### config.mk
export PLATFORM = sky130hd
export DESIGN_NAME = gear_ratio_classifier_flat
export DESIGN_NICKNAME = d
export VERILOG_FILES = /design/src/hw/rtl/grc_pkg.sv /design/src/hw/rtl/grc_ifs.sv /design/src/hw/rtl/grc_mul.sv /design/src/hw/rtl/grc_cfg_regs.sv /design/src/hw/rtl/gear_ratio_classifier.sv /design/src/flat_wrapper.sv
export SDC_FILE = /design/constraint.sdc
export NUM_CORES = 1
export LEC_CHECK = 0
export BUFFER_PORTS_ARGS = -buffer_cell sky130_fd_sc_hd__clkbuf_2
export CORE_MARGIN = 2
export CORE_UTILIZATION = 35
export CTS_CLUSTER_DIAMETER = 100
export CTS_CLUSTER_SIZE = 12
export DETAILED_ROUTE_END_ITERATION = 10
export GPL_TIMING_DRIVEN = 0
export PLACE_DENSITY = 0.55
export SLEW_MARGIN = 20
export SYNTH_ARGS = -nofsm -noshare
export SYNTH_HDL_FRONTEND = slang
export SYNTH_SLANG_ARGS = --single-unit
### constraint.sdc
create_clock -name clk -period 9.98 [get_ports clk]
set_clock_uncertainty 0.1 [all_clocks]
set_input_delay 1.996 -clock clk [delete_from_list [all_inputs] [get_ports clk]]
set_output_delay 1.996 -clock clk [all_outputs]
set_load 0.02 [all_outputs]
### src/hw/rtl/grc_pkg.sv
package grc_pkg;

    localparam int RPM_W      = 14;
    localparam int SPEED_W    = 8;
    localparam int K_W        = 16;
    localparam int BOUND_W    = 16;
    localparam int BOUNDS_W   = 2 * BOUND_W;
    localparam int SCALE_W    = SPEED_W + K_W;
    localparam int PROD_W     = BOUND_W + SCALE_W;
    localparam int FRAC_W     = 16;
    localparam int GEAR_W     = 3;
    localparam int GIDX_W     = 3;
    localparam int CFG_IDX_W  = 4;
    localparam int CFG_DATA_W = 32;

    localparam int NUM_BOUND_REGS = 5;

    // register map
    localparam logic [CFG_IDX_W-1:0] REG_K     = 4'd5;
    localparam logic [CFG_IDX_W-1:0] REG_IDLE  = 4'd6;
    localparam logic [CFG_IDX_W-1:0] REG_CREEP = 4'd7;

    localparam logic [BOUNDS_W-1:0] BOUND_RESET [NUM_BOUND_REGS] = '{
        32'd369105408, 32'd201330176, 32'd134220160, 32'd97322701, 32'd80545152
    };
    localparam logic [K_W-1:0]     K_RESET     = 16'd1313;
    localparam logic [RPM_W-1:0]   IDLE_RESET  = 14'd800;
    localparam logic [SPEED_W-1:0] CREEP_RESET = 8'd5;

    localparam logic [GEAR_W-1:0] GEAR_NONE = 3'd0;

    typedef struct packed {
        logic [K_W-1:0]     k;
        logic [RPM_W-1:0]   idle_rpm;
        logic [SPEED_W-1:0] creep_speed;
    } grc_cfg_t;

    typedef enum logic [2:0] {
        ST_IDLE,
        ST_SCALE,
        ST_LO,
        ST_HI,
        ST_CHK,
        ST_FINISH
    } grc_state_t;

    typedef struct packed {
        logic               mul_en;
        logic [BOUND_W-1:0] mul_a;
        logic [SCALE_W-1:0] mul_b;
    } grc_mul_ctrl_t;

endpackage

### src/hw/rtl/grc_ifs.sv
interface grc_in_if;
    import grc_pkg::*;
    logic               valid;
    logic               ready;
    logic [RPM_W-1:0]   engine_rpm;
    logic [SPEED_W-1:0] road_speed;
    modport source (output valid, output engine_rpm, output road_speed, input ready);
    modport sink   (input valid, input engine_rpm, input road_speed, output ready);
endinterface

interface grc_out_if;
    import grc_pkg::*;
    logic              valid;
    logic              ready;
    logic [GEAR_W-1:0] gear;
    logic              held;
    modport source (output valid, output gear, output held, input ready);
    modport sink   (input valid, input gear, input held, output ready);
endinterface

interface grc_cfg_if;
    import grc_pkg::*;
    logic                  valid;
    logic                  ready;
    logic [CFG_IDX_W-1:0]  index;
    logic [CFG_DATA_W-1:0] data;
    modport source (output valid, output index, output data, input ready);
    modport sink   (input valid, input index, input data, output ready);
endinterface

### src/hw/rtl/grc_mul.sv
module grc_mul (
    input  logic                         clk,
    input  grc_pkg::grc_mul_ctrl_t       ctrl,
    output logic [grc_pkg::PROD_W-1:0]   p_reg
);
    import grc_pkg::*;

    logic [PROD_W-1:0] p_next;

    // 16 x 24 unsigned, registered
    assign p_next = ctrl.mul_a * ctrl.mul_b;

    always_ff @(posedge clk)
    begin
        if (ctrl.mul_en)
        begin
            p_reg <= p_next;
        end
    end

endmodule

### src/hw/rtl/grc_cfg_regs.sv
module grc_cfg_regs (
    input  logic                          clk,
    input  logic                          rst_n,
    grc_cfg_if.sink                       cfg_ch,
    input  logic [grc_pkg::GIDX_W-1:0]    sel,
    output logic [grc_pkg::BOUNDS_W-1:0]  sel_bounds,
    output grc_pkg::grc_cfg_t             cfg_vals
);
    import grc_pkg::*;

    logic [BOUNDS_W-1:0] bounds_reg [NUM_BOUND_REGS];
    logic [K_W-1:0]      k_reg;
    logic [RPM_W-1:0]    idle_reg;
    logic [SPEED_W-1:0]  creep_reg;
    logic                wr;

    assign cfg_ch.ready = 1'b1;
    assign wr = cfg_ch.valid && cfg_ch.ready;

    always_ff @(posedge clk or negedge rst_n)
    begin
        if (!rst_n)
        begin
            for (int i = 0; i < NUM_BOUND_REGS; i++)
            begin
                bounds_reg[i] <= BOUND_RESET[i];
            end
            k_reg     <= K_RESET;
            idle_reg  <= IDLE_RESET;
            creep_reg <= CREEP_RESET;
        end
        else if (wr)
        begin
            if (cfg_ch.index < CFG_IDX_W'(NUM_BOUND_REGS))
            begin
                bounds_reg[cfg_ch.index[GIDX_W-1:0]] <= cfg_ch.data;
            end
            else
            begin
                case (cfg_ch.index)
                    REG_K:     k_reg     <= cfg_ch.data[K_W-1:0];
                    REG_IDLE:  idle_reg  <= cfg_ch.data[RPM_W-1:0];
                    REG_CREEP: creep_reg <= cfg_ch.data[SPEED_W-1:0];
                    default:   ;
                endcase
            end
        end
    end

    assign sel_bounds = (sel < GIDX_W'(NUM_BOUND_REGS)) ? bounds_reg[sel] : '0;

    assign cfg_vals.k           = k_reg;
    assign cfg_vals.idle_rpm    = idle_reg;
    assign cfg_vals.creep_speed = creep_reg;

endmodule

### src/hw/rtl/gear_ratio_classifier.sv
// Gear ratio classifier: estimates the engaged gear from engine rpm and road speed.
// in_ch  : one beat carries engine_rpm (14 b) and road_speed (8 b).
// out_ch : one beat per input beat, gear (0 neutral, 1..min(NUM_GEARS, 5)) and held.
// cfg_ch : index/data write beats, always ready; write only while idle.
//   0..4 gear bounds (min[31:16], max[15:0], Q8.8), 5 drivetrain constant,
//   6 idle rpm threshold, 7 creep speed threshold; other indexes ignored.
// Each gear range is tested as exact cross products rpm*2^16 vs bound*speed*k
// on one shared 16x24 multiplier: the SCALE state for speed*k, then per range
// the LO, HI and CHK states (min product, max product, compare), stopping at
// the first match.
// in_ch.ready is high only while the sequencer is idle, so a new beat is taken
// only after the previous result has moved into the output register.
// A result waiting on a stalled receiver does not block the next input; a
// second result waits in the finish state until the output register frees.
// Reset loads the default register values and clears the previous gear to
// neutral; out_ch.valid drops.
module gear_ratio_classifier #(
    parameter int NUM_GEARS = 5
) (
    input  logic      clk,
    input  logic      rst_n,
    grc_in_if.sink    in_ch,
    grc_out_if.source out_ch,
    grc_cfg_if.sink   cfg_ch
);
    import grc_pkg::*;

    localparam int LIMIT = (NUM_GEARS < NUM_BOUND_REGS) ? NUM_GEARS : NUM_BOUND_REGS;
    localparam logic [GIDX_W-1:0] LAST_IDX = GIDX_W'(LIMIT - 1);

    grc_state_t          state_reg, state_next;
    logic [RPM_W-1:0]    rpm_reg, rpm_next;
    logic [SPEED_W-1:0]  speed_reg, speed_next;
    logic [SCALE_W-1:0]  scale_reg, scale_next;
    logic [GIDX_W-1:0]   gidx_reg, gidx_next;
    logic                ge_reg, ge_next;
    logic [GEAR_W-1:0]   res_gear_reg, res_gear_next;
    logic                res_held_reg, res_held_next;
    logic [GEAR_W-1:0]   prev_gear_reg, prev_gear_next;
    logic                out_valid_reg, out_valid_next;
    logic [GEAR_W-1:0]   out_gear_reg, out_gear_next;
    logic                out_held_reg, out_held_next;

    grc_mul_ctrl_t       mul_ctrl;
    logic [PROD_W-1:0]   prod;
    logic [BOUNDS_W-1:0] sel_bounds;
    grc_cfg_t            cfg_vals;

    logic                in_acc;
    logic                zero_in;
    logic                out_load;
    logic [PROD_W-1:0]   lhs;
    logic                match;
    logic [GEAR_W-1:0]   gear_hit;

    grc_cfg_regs u_cfg (
        .clk        (clk),
        .rst_n      (rst_n),
        .cfg_ch     (cfg_ch),
        .sel        (gidx_reg),
        .sel_bounds (sel_bounds),
        .cfg_vals   (cfg_vals)
    );

    grc_mul u_mul (
        .clk   (clk),
        .ctrl  (mul_ctrl),
        .p_reg (prod)
    );

    assign in_ch.ready = (state_reg == ST_IDLE);
    assign in_acc      = in_ch.valid && in_ch.ready;
    assign zero_in     = (in_ch.engine_rpm == '0) || (in_ch.road_speed == '0);
    assign out_load    = (state_reg == ST_FINISH) && (!out_valid_reg || out_ch.ready);

    // rpm in Q.16 against bound(Q8.8) * speed * k(Q8.8)
    assign lhs      = PROD_W'({rpm_reg, {FRAC_W{1'b0}}});
    assign match    = ge_reg && (lhs <= prod);
    assign gear_hit = GEAR_W'(gidx_reg) + GEAR_W'(1);

    // next state
    always_comb
    begin
        state_next = state_reg;
        case (state_reg)
            ST_IDLE:
            begin
                if (in_acc)
                begin
                    state_next = zero_in ? ST_FINISH : ST_SCALE;
                end
            end
            ST_SCALE:  state_next = ST_LO;
            ST_LO:     state_next = ST_HI;
            ST_HI:     state_next = ST_CHK;
            ST_CHK:
            begin
                if (match || (gidx_reg == LAST_IDX))
                begin
                    state_next = ST_FINISH;
                end
                else
                begin
                    state_next = ST_LO;
                end
            end
            ST_FINISH:
            begin
                if (out_load)
                begin
                    state_next = ST_IDLE;
                end
            end
            default:   state_next = ST_IDLE;
        endcase
    end

    // multiplier operands
    always_comb
    begin
        mul_ctrl.mul_en = 1'b0;
        mul_ctrl.mul_a  = '0;
        mul_ctrl.mul_b  = '0;
        case (state_reg)
            ST_SCALE:
            begin
                mul_ctrl.mul_en = 1'b1;
                mul_ctrl.mul_a  = cfg_vals.k;
                mul_ctrl.mul_b  = SCALE_W'(speed_reg);
            end
            ST_LO:
            begin
                // first range: speed*k is still sitting in the product register
                mul_ctrl.mul_en = 1'b1;
                mul_ctrl.mul_a  = sel_bounds[BOUNDS_W-1:BOUND_W];
                mul_ctrl.mul_b  = (gidx_reg == '0) ? prod[SCALE_W-1:0] : scale_reg;
            end
            ST_HI:
            begin
                mul_ctrl.mul_en = 1'b1;
                mul_ctrl.mul_a  = sel_bounds[BOUND_W-1:0];
                mul_ctrl.mul_b  = scale_reg;
            end
            default: ;
        endcase
    end

    // datapath
    always_comb
    begin
        rpm_next       = rpm_reg;
        speed_next     = speed_reg;
        scale_next     = scale_reg;
        gidx_next      = gidx_reg;
        ge_next        = ge_reg;
        res_gear_next  = res_gear_reg;
        res_held_next  = res_held_reg;
        prev_gear_next = prev_gear_reg;
        case (state_reg)
            ST_IDLE:
            begin
                if (in_acc)
                begin
                    rpm_next   = in_ch.engine_rpm;
                    speed_next = in_ch.road_speed;
                    gidx_next  = '0;
                    if (zero_in)
                    begin
                        res_gear_next  = GEAR_NONE;
                        res_held_next  = 1'b0;
                        prev_gear_next = GEAR_NONE;
                    end
                end
            end
            ST_LO:
            begin
                if (gidx_reg == '0)
                begin
                    scale_next = prod[SCALE_W-1:0];
                end
            end
            ST_HI:
            begin
                ge_next = (lhs >= prod);
            end
            ST_CHK:
            begin
                if (match)
                begin
                    res_gear_next  = gear_hit;
                    res_held_next  = 1'b0;
                    prev_gear_next = gear_hit;
                end
                else if (gidx_reg == LAST_IDX)
                begin
                    if ((rpm_reg > cfg_vals.idle_rpm) && (speed_reg < cfg_vals.creep_speed))
                    begin
                        res_gear_next  = GEAR_NONE;
                        res_held_next  = 1'b0;
                        prev_gear_next = GEAR_NONE;
                    end
                    else
                    begin
                        res_gear_next = prev_gear_reg;
                        res_held_next = 1'b1;
                    end
                end
                else
                begin
                    gidx_next = gidx_reg + GIDX_W'(1);
                end
            end
            default: ;
        endcase
    end

    // output register
    always_comb
    begin
        out_valid_next = out_valid_reg;
        out_gear_next  = out_gear_reg;
        out_held_next  = out_held_reg;
        if (out_load)
        begin
            out_valid_next = 1'b1;
            out_gear_next  = res_gear_reg;
            out_held_next  = res_held_reg;
        end
        else if (out_ch.ready)
        begin
            out_valid_next = 1'b0;
        end
    end

    always_ff @(posedge clk or negedge rst_n)
    begin
        if (!rst_n)
        begin
            state_reg     <= ST_IDLE;
            gidx_reg      <= '0;
            prev_gear_reg <= GEAR_NONE;
            out_valid_reg <= 1'b0;
        end
        else
        begin
            state_reg     <= state_next;
            gidx_reg      <= gidx_next;
            prev_gear_reg <= prev_gear_next;
            out_valid_reg <= out_valid_next;
        end
    end

    always_ff @(posedge clk)
    begin
        rpm_reg      <= rpm_next;
        speed_reg    <= speed_next;
        scale_reg    <= scale_next;
        ge_reg       <= ge_next;
        res_gear_reg <= res_gear_next;
        res_held_reg <= res_held_next;
        out_gear_reg <= out_gear_next;
        out_held_reg <= out_held_next;
    end

    assign out_ch.valid = out_valid_reg;
    assign out_ch.gear  = out_gear_reg;
    assign out_ch.held  = out_held_reg;

`ifndef SYNTHESIS
    // previous gear never names a range beyond those tested
    a_prev_range: assert property (@(posedge clk) disable iff (!rst_n)
        prev_gear_reg <= GEAR_W'(LIMIT))
        else $error("previous gear out of range");

    // a zero input skips the range tests
    a_zero_skip: assert property (@(posedge clk) disable iff (!rst_n)
        in_acc && zero_in |=> state_reg == ST_FINISH)
        else $error("zero input did not go straight to finish");

    // range index stays within the tested ranges
    a_gidx: assert property (@(posedge clk) disable iff (!rst_n)
        (state_reg == ST_LO || state_reg == ST_HI || state_reg == ST_CHK)
        |-> gidx_reg <= LAST_IDX)
        else $error("range index past last gear");

    // a held result repeats the previous gear
    a_held: assert property (@(posedge clk) disable iff (!rst_n)
        state_reg == ST_FINISH && res_held_reg |-> res_gear_reg == prev_gear_reg)
        else $error("held result differs from previous gear");
`endif

endmodule

### src/flat_wrapper.sv
// flat-port wrapper written by rule: the top's interface ports become plain ports
module gear_ratio_classifier_flat import grc_pkg::*;
#(
    parameter int NUM_GEARS = 5
)
  (clk, rst_n, in_ch_valid, in_ch_engine_rpm, in_ch_road_speed, in_ch_ready, out_ch_valid, out_ch_gear, out_ch_held, out_ch_ready, cfg_ch_valid, cfg_ch_index, cfg_ch_data, cfg_ch_ready);
  grc_in_if in_ch_i ();
  grc_out_if out_ch_i ();
  grc_cfg_if cfg_ch_i ();
  input  logic clk;
  input  logic rst_n;
  input wire logic [$bits(in_ch_i.valid)-1:0] in_ch_valid;
  input wire logic [$bits(in_ch_i.engine_rpm)-1:0] in_ch_engine_rpm;
  input wire logic [$bits(in_ch_i.road_speed)-1:0] in_ch_road_speed;
  output wire logic [$bits(in_ch_i.ready)-1:0] in_ch_ready;
  output wire logic [$bits(out_ch_i.valid)-1:0] out_ch_valid;
  output wire logic [$bits(out_ch_i.gear)-1:0] out_ch_gear;
  output wire logic [$bits(out_ch_i.held)-1:0] out_ch_held;
  input wire logic [$bits(out_ch_i.ready)-1:0] out_ch_ready;
  input wire logic [$bits(cfg_ch_i.valid)-1:0] cfg_ch_valid;
  input wire logic [$bits(cfg_ch_i.index)-1:0] cfg_ch_index;
  input wire logic [$bits(cfg_ch_i.data)-1:0] cfg_ch_data;
  output wire logic [$bits(cfg_ch_i.ready)-1:0] cfg_ch_ready;
  assign in_ch_i.valid = in_ch_valid;
  assign in_ch_i.engine_rpm = in_ch_engine_rpm;
  assign in_ch_i.road_speed = in_ch_road_speed;
  assign in_ch_ready = in_ch_i.ready;
  assign out_ch_valid = out_ch_i.valid;
  assign out_ch_gear = out_ch_i.gear;
  assign out_ch_held = out_ch_i.held;
  assign out_ch_i.ready = out_ch_ready;
  assign cfg_ch_i.valid = cfg_ch_valid;
  assign cfg_ch_i.index = cfg_ch_index;
  assign cfg_ch_i.data = cfg_ch_data;
  assign cfg_ch_ready = cfg_ch_i.ready;
  gear_ratio_classifier #(.NUM_GEARS(NUM_GEARS)) u_core (.clk(clk), .rst_n(rst_n), .in_ch(in_ch_i), .out_ch(out_ch_i), .cfg_ch(cfg_ch_i));
endmodule
==> results of run 1 <==
## placed cells by master (no fill, tap or decap), types with 11 or more instances in the layout
master	n
mux4_2	32
nor4_1	13
nor2_1	165
a21o_1	36
nand2b_1	28
a221o_1	11
a22o_1	16
o21ai_0	48
nand3_1	19
dfstp_2	47
clkbuf_16	30
o211ai_1	12
inv_1	400
clkbuf_2	74
buf_2	37
nand2_1	314
and2_1	24
dfrtp_1	161
xor2_1	12
clkbuf_1	67
nor2b_1	17
a22oi_1	22
o21ai_1	11
nor3_1	12
mux2_2	178
xnor2_1	20
a21oi_1	52
fa_1	306
o21a_1	19
edfxtp_1	95
ha_1	149
## layout make-up
class	instances	share of cell area, %
tap	969	4.22
inverter	402	5.25
timing repair buffer	78	1.66
clock inverter	2	0.174
clock buffer	52	2.91
sequential	303	28.2
buffer	103	1.60
multi-input combinational	1636	55.9
## critical path, delay by kind of cell (launching register included)
| kind | cells | cell delay, ns |
|---|---|---|
| AOI/OAI and AO/OA | 7 | 2.63 |
| xor gates and xnor gates | 1 | 0.16 |
| adders and majority gates | 7 | 3.33 |
| buffers and inverters | 9 | 1.96 |
| DFF | 1 | 0.35 |
| muxes | 1 | 0.27 |
| and+or+nand+nor | 3 | 0.46 |
## repair_timing
item / 4_1_cts / 5_1_grt
setup endpoints to repair: 4 / 13
resized for setup: 2 / 25
hold endpoints to repair: 0 / 0
## worst paths after layout
check / cells past startpoint / endpoint / slack (ns)
min reg2reg: 0 / u_core.out_ch.gear[2]$_DFFE_PP_ / 0.34
max: 28 / u_core.u_mul.p_reg[37]$_DFFE_PN_ / 0.42
max in group asynchronous: 3 / u_core.u_cfg.creep_reg[2]$_DFFE_PN1P_ / 7.28
min: 0 / u_core.out_ch.gear[2]$_DFFE_PP_ / 0.34
max reg2reg: 28 / u_core.u_mul.p_reg[37]$_DFFE_PN_ / 0.42
min in group asynchronous: 1 / u_core.u_cfg.bounds_reg[62]$_DFFE_PN0P_ / 1.33
## per-layer routing
layer	routed length [um]	global-route usage (%)	up-vias
met3	5000	3.10	102
met2	35700	33.7	566
met1	32900	28.1	9569
met5	0	0	-
met4	2020	4.82	0
li1	-	-	8209
## logic make-up (layout without fill, tap and decap cells)
group	after synthesis	in the layout	synth area share (%)
AND/OR/NAND/NOR	628	628	10.4
buffers and inverters	506	637	7.51
adder cells (fa/ha/maj)	455	455	30.7
flip-flops	303	303	31.2
AO/OA/AOI/OAI	292	292	7.99
multiplexers	228	228	11.2
XOR/XNOR	32	32	1.08
other	1	1	0.0144
## per-stage QoR
stage	util (%)	instances	hold slack, ns	TNS [ns]	cell area [um^2]
global placement	37.3	3482	0.327	-0.0116	27600
finish	38.8	3545	0.338	0	28700
CTS	38.7	3546	0.339	0	28700
floorplan	-	2445	0.300	0	26100
detailed placement	37.5	3492	0.324	-0.0882	27800
global route	38.8	3545	0.338	0	28700
==> summary.txt, run 1 <==
start point of the critical path - u_core.gidx_reg[1]$_DFFE_PN0P_
Num CTS Buffers - 29
DP HPWL - 60,900 um
Syn Area/Cell - 10.7 um^2
Hold Vio Cnt, Final - 0
final worst slack - 0.422 ns
Sink Count - 303
core box area - 74,100 um^2
RSZ-0062 raised after global routing - no
#FFs+latches synth - 303
Final Cycle Share - 95.8%
Die Ht - 277 um
vias in the first global route - 19,900
io pins - 70
DR vias/cell - 5.20
crit path DAT - 9.79 ns
Mapped Cells - 2,445
global-route wire length before repair - 120,000 um
RR Startpoint - u_core.gidx_reg[1]$_DFFE_PN0P_
grt total ovfl - 0
cell accounting for the most synthesized area - fa_1
max reg flops - 160
PortBufs - 68
worst skew pair latency - 0.60 ns
Async S/R FF share, synth - 68.6%
DRT iter0 DRCs - 1,538
Multi-input gate area - 16,100 um^2
Tot GR Track Use - 20.3%
minimum clock period - 9.56 ns
Pre-antenna DRT Iters - 5
H-tree depth - 1
Routed WL - 75,700 um
cts hold-fix bufs - 0
final slew viol count - 0
status - finished clean
Post-synth top cells - 400 x inv_1, 314 x nand2_1, 306 x fa_1, 178 x mux2_2, 166 x nor2_1
critical path fanouts, max - 10
Post-synth EDFFs - 95
Netlist Area Pre-Place - 26,100 um^2
number of max-cap violations - 0
Ys Warns - 0
post-synthesis sequential area ratio - 31.2%
Cell Rows - 100
post-route ant nets - 0
relative slew slack - 23.7%
predominant post-synthesis flop cell - dfrtp_1
vias - 18,400
RePlAce Congestion - 0.922
clock transition at the registers of the reported paths - 0.07 ns
Syn Nets - 2,963
fraction of layout cells with a size suffix above 1 - 17.5%
Yosys top cell area share - 23.5%
postcts setup bufs - 0
CP Capture Type - flop
Worst EP required - 10.22 ns
endpoints failing setup - 0
initial antenna violation count - 2
Filler cells - 7,230
crit-path max cell delay - 0.91 ns
pin count of the biggest net entering global routing - 87
Synth cell types - 73
CP max stage cell - o21ai_1
Synth area leaders - fa_1 24%, dfrtp_1 15%, edfxtp_1 11%
Die X - 277 um
Clock Tree Root - clkbuf_16
Startpoint Class - flop
DR WL/cell - 21.4 um
drt drc - 0
area growth from synthesis to final layout - 10.3%
most used cell, CP - fa_1
Seq. cell area - 8120 um^2
HP Class - reg -> reg
most frequent cell after synthesis - inv_1
Hold Crit Start - u_core.res_gear_reg[2]$_DFFE_PP_
Max Fclk - 105 MHz
Worst-Margin Slew - 1.14 ns
Net count, final - 3,071
crit path kind - reg -> reg
maximum buffer depth of the clock tree - 3
Die ar. - 76,600 um^2
CTS tree - yes
# diodes - 0
Initial Utilization - 35.2%
DP Worst Slack - -0.0383 ns
Power of run 1 is not shown: default switching activity piles up to over one toggle a cycle in this logic, so the estimate is an artifact.
==> inputs of run 2 (changes only) <==
ABC_AREA = 1   (was default)
RECOVER_POWER = 25   (was default)
==> run 2 against run 1 <==
  * The flow now finishes with violations (capacitance limit, slew limit)
  * Highest routed layer unchanged
  * Synthesized area grew 4.2%
  * Final cell count grew 26%
  * Cell area grew 3.3%
  * Critical endpoint is now u_core.u_mul.p_reg[31]$_DFFE_PN_
==> summary.txt, run 2 <==
postcts setup bufs - 0 (unchanged)
#FFs+latches synth - 303 (unchanged)
Die ar. - 79,800 um^2 (was 76,600 um^2)
cell accounting for the most synthesized area - fa_1 (unchanged)
Initial Utilization - 35.2% (about the same)
vias - 21,900 (was 18,400)
minimum clock period - 9.09 ns (was 9.56 ns)
clock transition at the registers of the reported paths - 0.06 ns (was 0.07 ns)
cts hold-fix bufs - 0 (unchanged)
grt total ovfl - 0 (unchanged)
Lkg Pwr - 15.1 nW
number of max-cap violations - 4 (was 0)
area growth from synthesis to final layout - 9.26% (was 10.3%)
vias in the first global route - 21,400 (was 19,900)
Routed WL - 85,000 um (was 75,700 um)
endpoints failing setup - 0 (unchanged)
Mapped Cells - 3,286 (was 2,445)
final slew viol count - 182 (was 0)
CP max stage cell - fa_1 (was o21ai_1)
critical path fanouts, max - 10 (unchanged)
relative slew slack - -155% (was 23.7%)
Switching Power - 0.00495 W
Worst EP required - 10.21 ns (was 10.22 ns)
DR WL/cell - 19.1 um (was 21.4 um)
RePlAce Congestion - 0.930 (was 0.922)
predominant post-synthesis flop cell - dfrtp_1 (unchanged)
Seq pwr share - 21.4%
failing checks - capacitance limit, slew limit
maximum buffer depth of the clock tree - 3 (unchanged)
Sink Count - 303 (unchanged)
Max Fclk - 110 MHz (was 105 MHz)
Worst-Margin Slew - 3.82 ns (was 1.14 ns)
Internal - 0.00438 W
Tot GR Track Use - 21.6% (was 20.3%)
Async S/R FF share, synth - 68.6% (unchanged)
pin count of the biggest net entering global routing - 88 (was 87)
DP Worst Slack - 0.980 ns (was -0.0383 ns)
Die X - 283 um (was 277 um)
DP HPWL - 67,700 um (was 60,900 um)
Comb power frac - 67.3%
H-tree depth - 1 (unchanged)
WP buf/inv - 11 (was 9)
Setup TNS - 0 ns (unchanged)
drt drc - 0 (unchanged)
most used cell, CP - nand2_1 (was fa_1)
global-route wire length before repair - 130,000 um (was 120,000 um)
P per Cell Area - 315 nW/um^2
Net Sw Frac - 53.0%
Netlist Area Pre-Place - 27,200 um^2 (was 26,100 um^2)
CTS tree - yes (unchanged)
Synth area leaders - fa_1 23%, dfrtp_1 15%, nand2_1 12% (was fa_1 24%, dfrtp_1 15%, edfxtp_1 11%)
Final Cycle Share - 91.1% (was 95.8%)
status - complete, but fails checks (was finished clean)
Max VDD drop - 0.240 mV
core box area - 77,100 um^2 (was 74,100 um^2)
most frequent cells in the layout - 902 x nand2_1, 649 x inv_1, 306 x o21ai_0, 306 x fa_1, 181 x nor2_1 (was 400 x inv_1, 314 x nand2_1, 306 x fa_1)
Die Ht - 283 um (was 277 um)
Cell Rows - 102 (was 100)
Filler cells - 8,153 (was 7,230)
crit-path max cell delay - 0.54 ns (was 0.91 ns)
commonest non-fill, non-tap cell in the layout - nand2_1 (was inv_1)
Seq. cell area - 8120 um^2 (unchanged)
worst skew pair latency - 0.59 ns (was 0.60 ns)
Syn Area/Cell - 8.27 um^2 (was 10.7 um^2)
most frequent cell after synthesis - nand2_1 (was inv_1)
initial antenna violation count - 2 (unchanged)
Post-synth EDFFs - 95 (unchanged)
Synth cell types - 42 (was 73)
Syn Nets - 3,804 (was 2,963)
DRT iter0 DRCs - 1,833 (was 1,538)
final core utilization - 38.5% (was 38.8%)
Startpoint Class - flop (unchanged)
Ys Warns - 0 (unchanged)
post-route ant nets - 0 (unchanged)
RSZ-0062 raised after global routing - no (unchanged)
Clock Tree Root - clkbuf_16 (unchanged)
post-CTS sizing - 0 (was 2)
io pins - 70 (unchanged)
family with the most delay on the worst path - adder cells (unchanged)
fraction of layout cells with a size suffix above 1 - 7.62% (was 17.5%)
crit path DAT - 9.32 ns (was 9.79 ns)
CP Capture Type - flop (unchanged)
Multi-input gate area - 15,800 um^2 (was 16,100 um^2)
Post-synth top cells - 901 x nand2_1, 648 x inv_1, 306 x fa_1, 306 x o21ai_0, 180 x nor2_1 (was 400 x inv_1, 314 x nand2_1, 306 x fa_1, 178 x mux2_2, 166 x nor2_1)
Net count, final - 3,908 (was 3,071)
crit path kind - reg -> reg (unchanged)
Hold Vio Cnt, Final - 0 (unchanged)
Yosys top cell area share - 22.6% (was 23.5%)
final worst slack - 0.889 ns (was 0.422 ns)
Clock Power Share - 11.2%
post-synthesis sequential area ratio - 29.9% (was 31.2%)
Pre-antenna DRT Iters - 6 (was 5)
HP Class - reg -> reg (unchanged)
max reg flops - 160 (unchanged)
Num CTS Buffers - 29 (unchanged)
DR vias/cell - 4.92 (was 5.20)
PortBufs - 68 (unchanged)
# diodes - 0 (unchanged)
==> run 2: changes by cell type after synthesis, moves of 26 or more <==
cell,delta
nand2_1,+587
o21ai_0,+257
inv_1,+248
mux2_2,-178
nand3_1,+38
a21oi_1,+35
a21o_1,-32
mux4_2,-32
nand2b_1,-28
inv_2,+27
buf_2,+26
==> run 2: layout make-up <==
class	instances	share of cell area [%]
plain buffers	137	2.29
clock buffers	52	2.74
clock inverters	2	0.105
inverters	679	8.61
multi-input cells	2167	53.3
flip-flops and latches	303	27.4
well taps	1040	4.38
repair buffers	73	1.24
==> run 2: routing by layer <==
layer  part of all wire, %  track usage [%]  vias up
met5                     0                0        -
met4                   3.1             6.17        0
met3                   7.0             3.45      133
met2                    45             33.8      695
met1                    45             30.9    10800
li1                      -                -    10300
==> run 2: logic make-up (layout without fill, tap and decap cells) <==
logic type	after synthesis	after routing	share of synthesized area [%]
compound gates	500	500	10.8
xor+xnor	35	35	1.13
fa+ha+maj	455	455	29.4
buf+inv	816	943	11.9
flops	303	303	29.9
other cells	1	1	0.0138
simple gates	1176	1176	16.9
==> run 2: power groups by stage <==
stage                     combinational, W  clock, W  sequential [W]
after floorplan                    0.00411         0         0.00196
after global placement             0.00623         0         0.00202
after detailed placement           0.00629         0         0.00201
after CTS                          0.00635   0.00107         0.00199
after global routing               0.00698   0.00112         0.00203
final                              0.00628   0.00105         0.00200
==> run 2: metrics by stage <==
step / total power [W] / instance area (um^2) / hold slack [ns] / cells
after detailed placement: 0.00830 / 29000 / 0.307 / 4399
final: 0.00933 / 29700 / 0.320 / 4453
after CTS: 0.00941 / 29800 / 0.321 / 4453
after global placement: 0.00825 / 28800 / 0.309 / 4394
after floorplan: 0.00607 / 27200 / 0.300 / 3286
after global routing: 0.0101 / 29700 / 0.334 / 4453
==> run 2: final timing paths <==
check,cells after the start,slack [ns],startpoint,to
worst max register to register,33,0.89,u_core.gidx_reg[1]$_DFFE_PN0P_,u_core.u_mul.p_reg[31]$_DFFE_PN_
worst min-delay path,0,0.32,u_core.res_gear_reg[1]$_DFFE_PP_,u_core.out_ch.gear[1]$_DFFE_PP_
min in group asynchronous,1,2.21,rst_n,u_core.u_cfg.bounds_reg[84]$_DFFE_PN0P_
worst max-delay path,33,0.89,u_core.gidx_reg[1]$_DFFE_PN0P_,u_core.u_mul.p_reg[31]$_DFFE_PN_
worst min register to register,0,0.32,u_core.res_gear_reg[1]$_DFFE_PP_,u_core.out_ch.gear[1]$_DFFE_PP_
max in group asynchronous,2,2.85,rst_n,u_core.u_cfg.bounds_reg[12]$_DFFE_PN0P_
==> run 2: worst register-to-register path: cells and delay by family (launching register included) <==
family	cells	cell delay (ns)
and+or+nand+nor	9	1.41
buffers and inverters	11	1.86
adders and majority gates	8	3.80
AOI/OAI and AO/OA	5	1.17
DFF	1	0.53
Power figures use the tool's default switching activity.
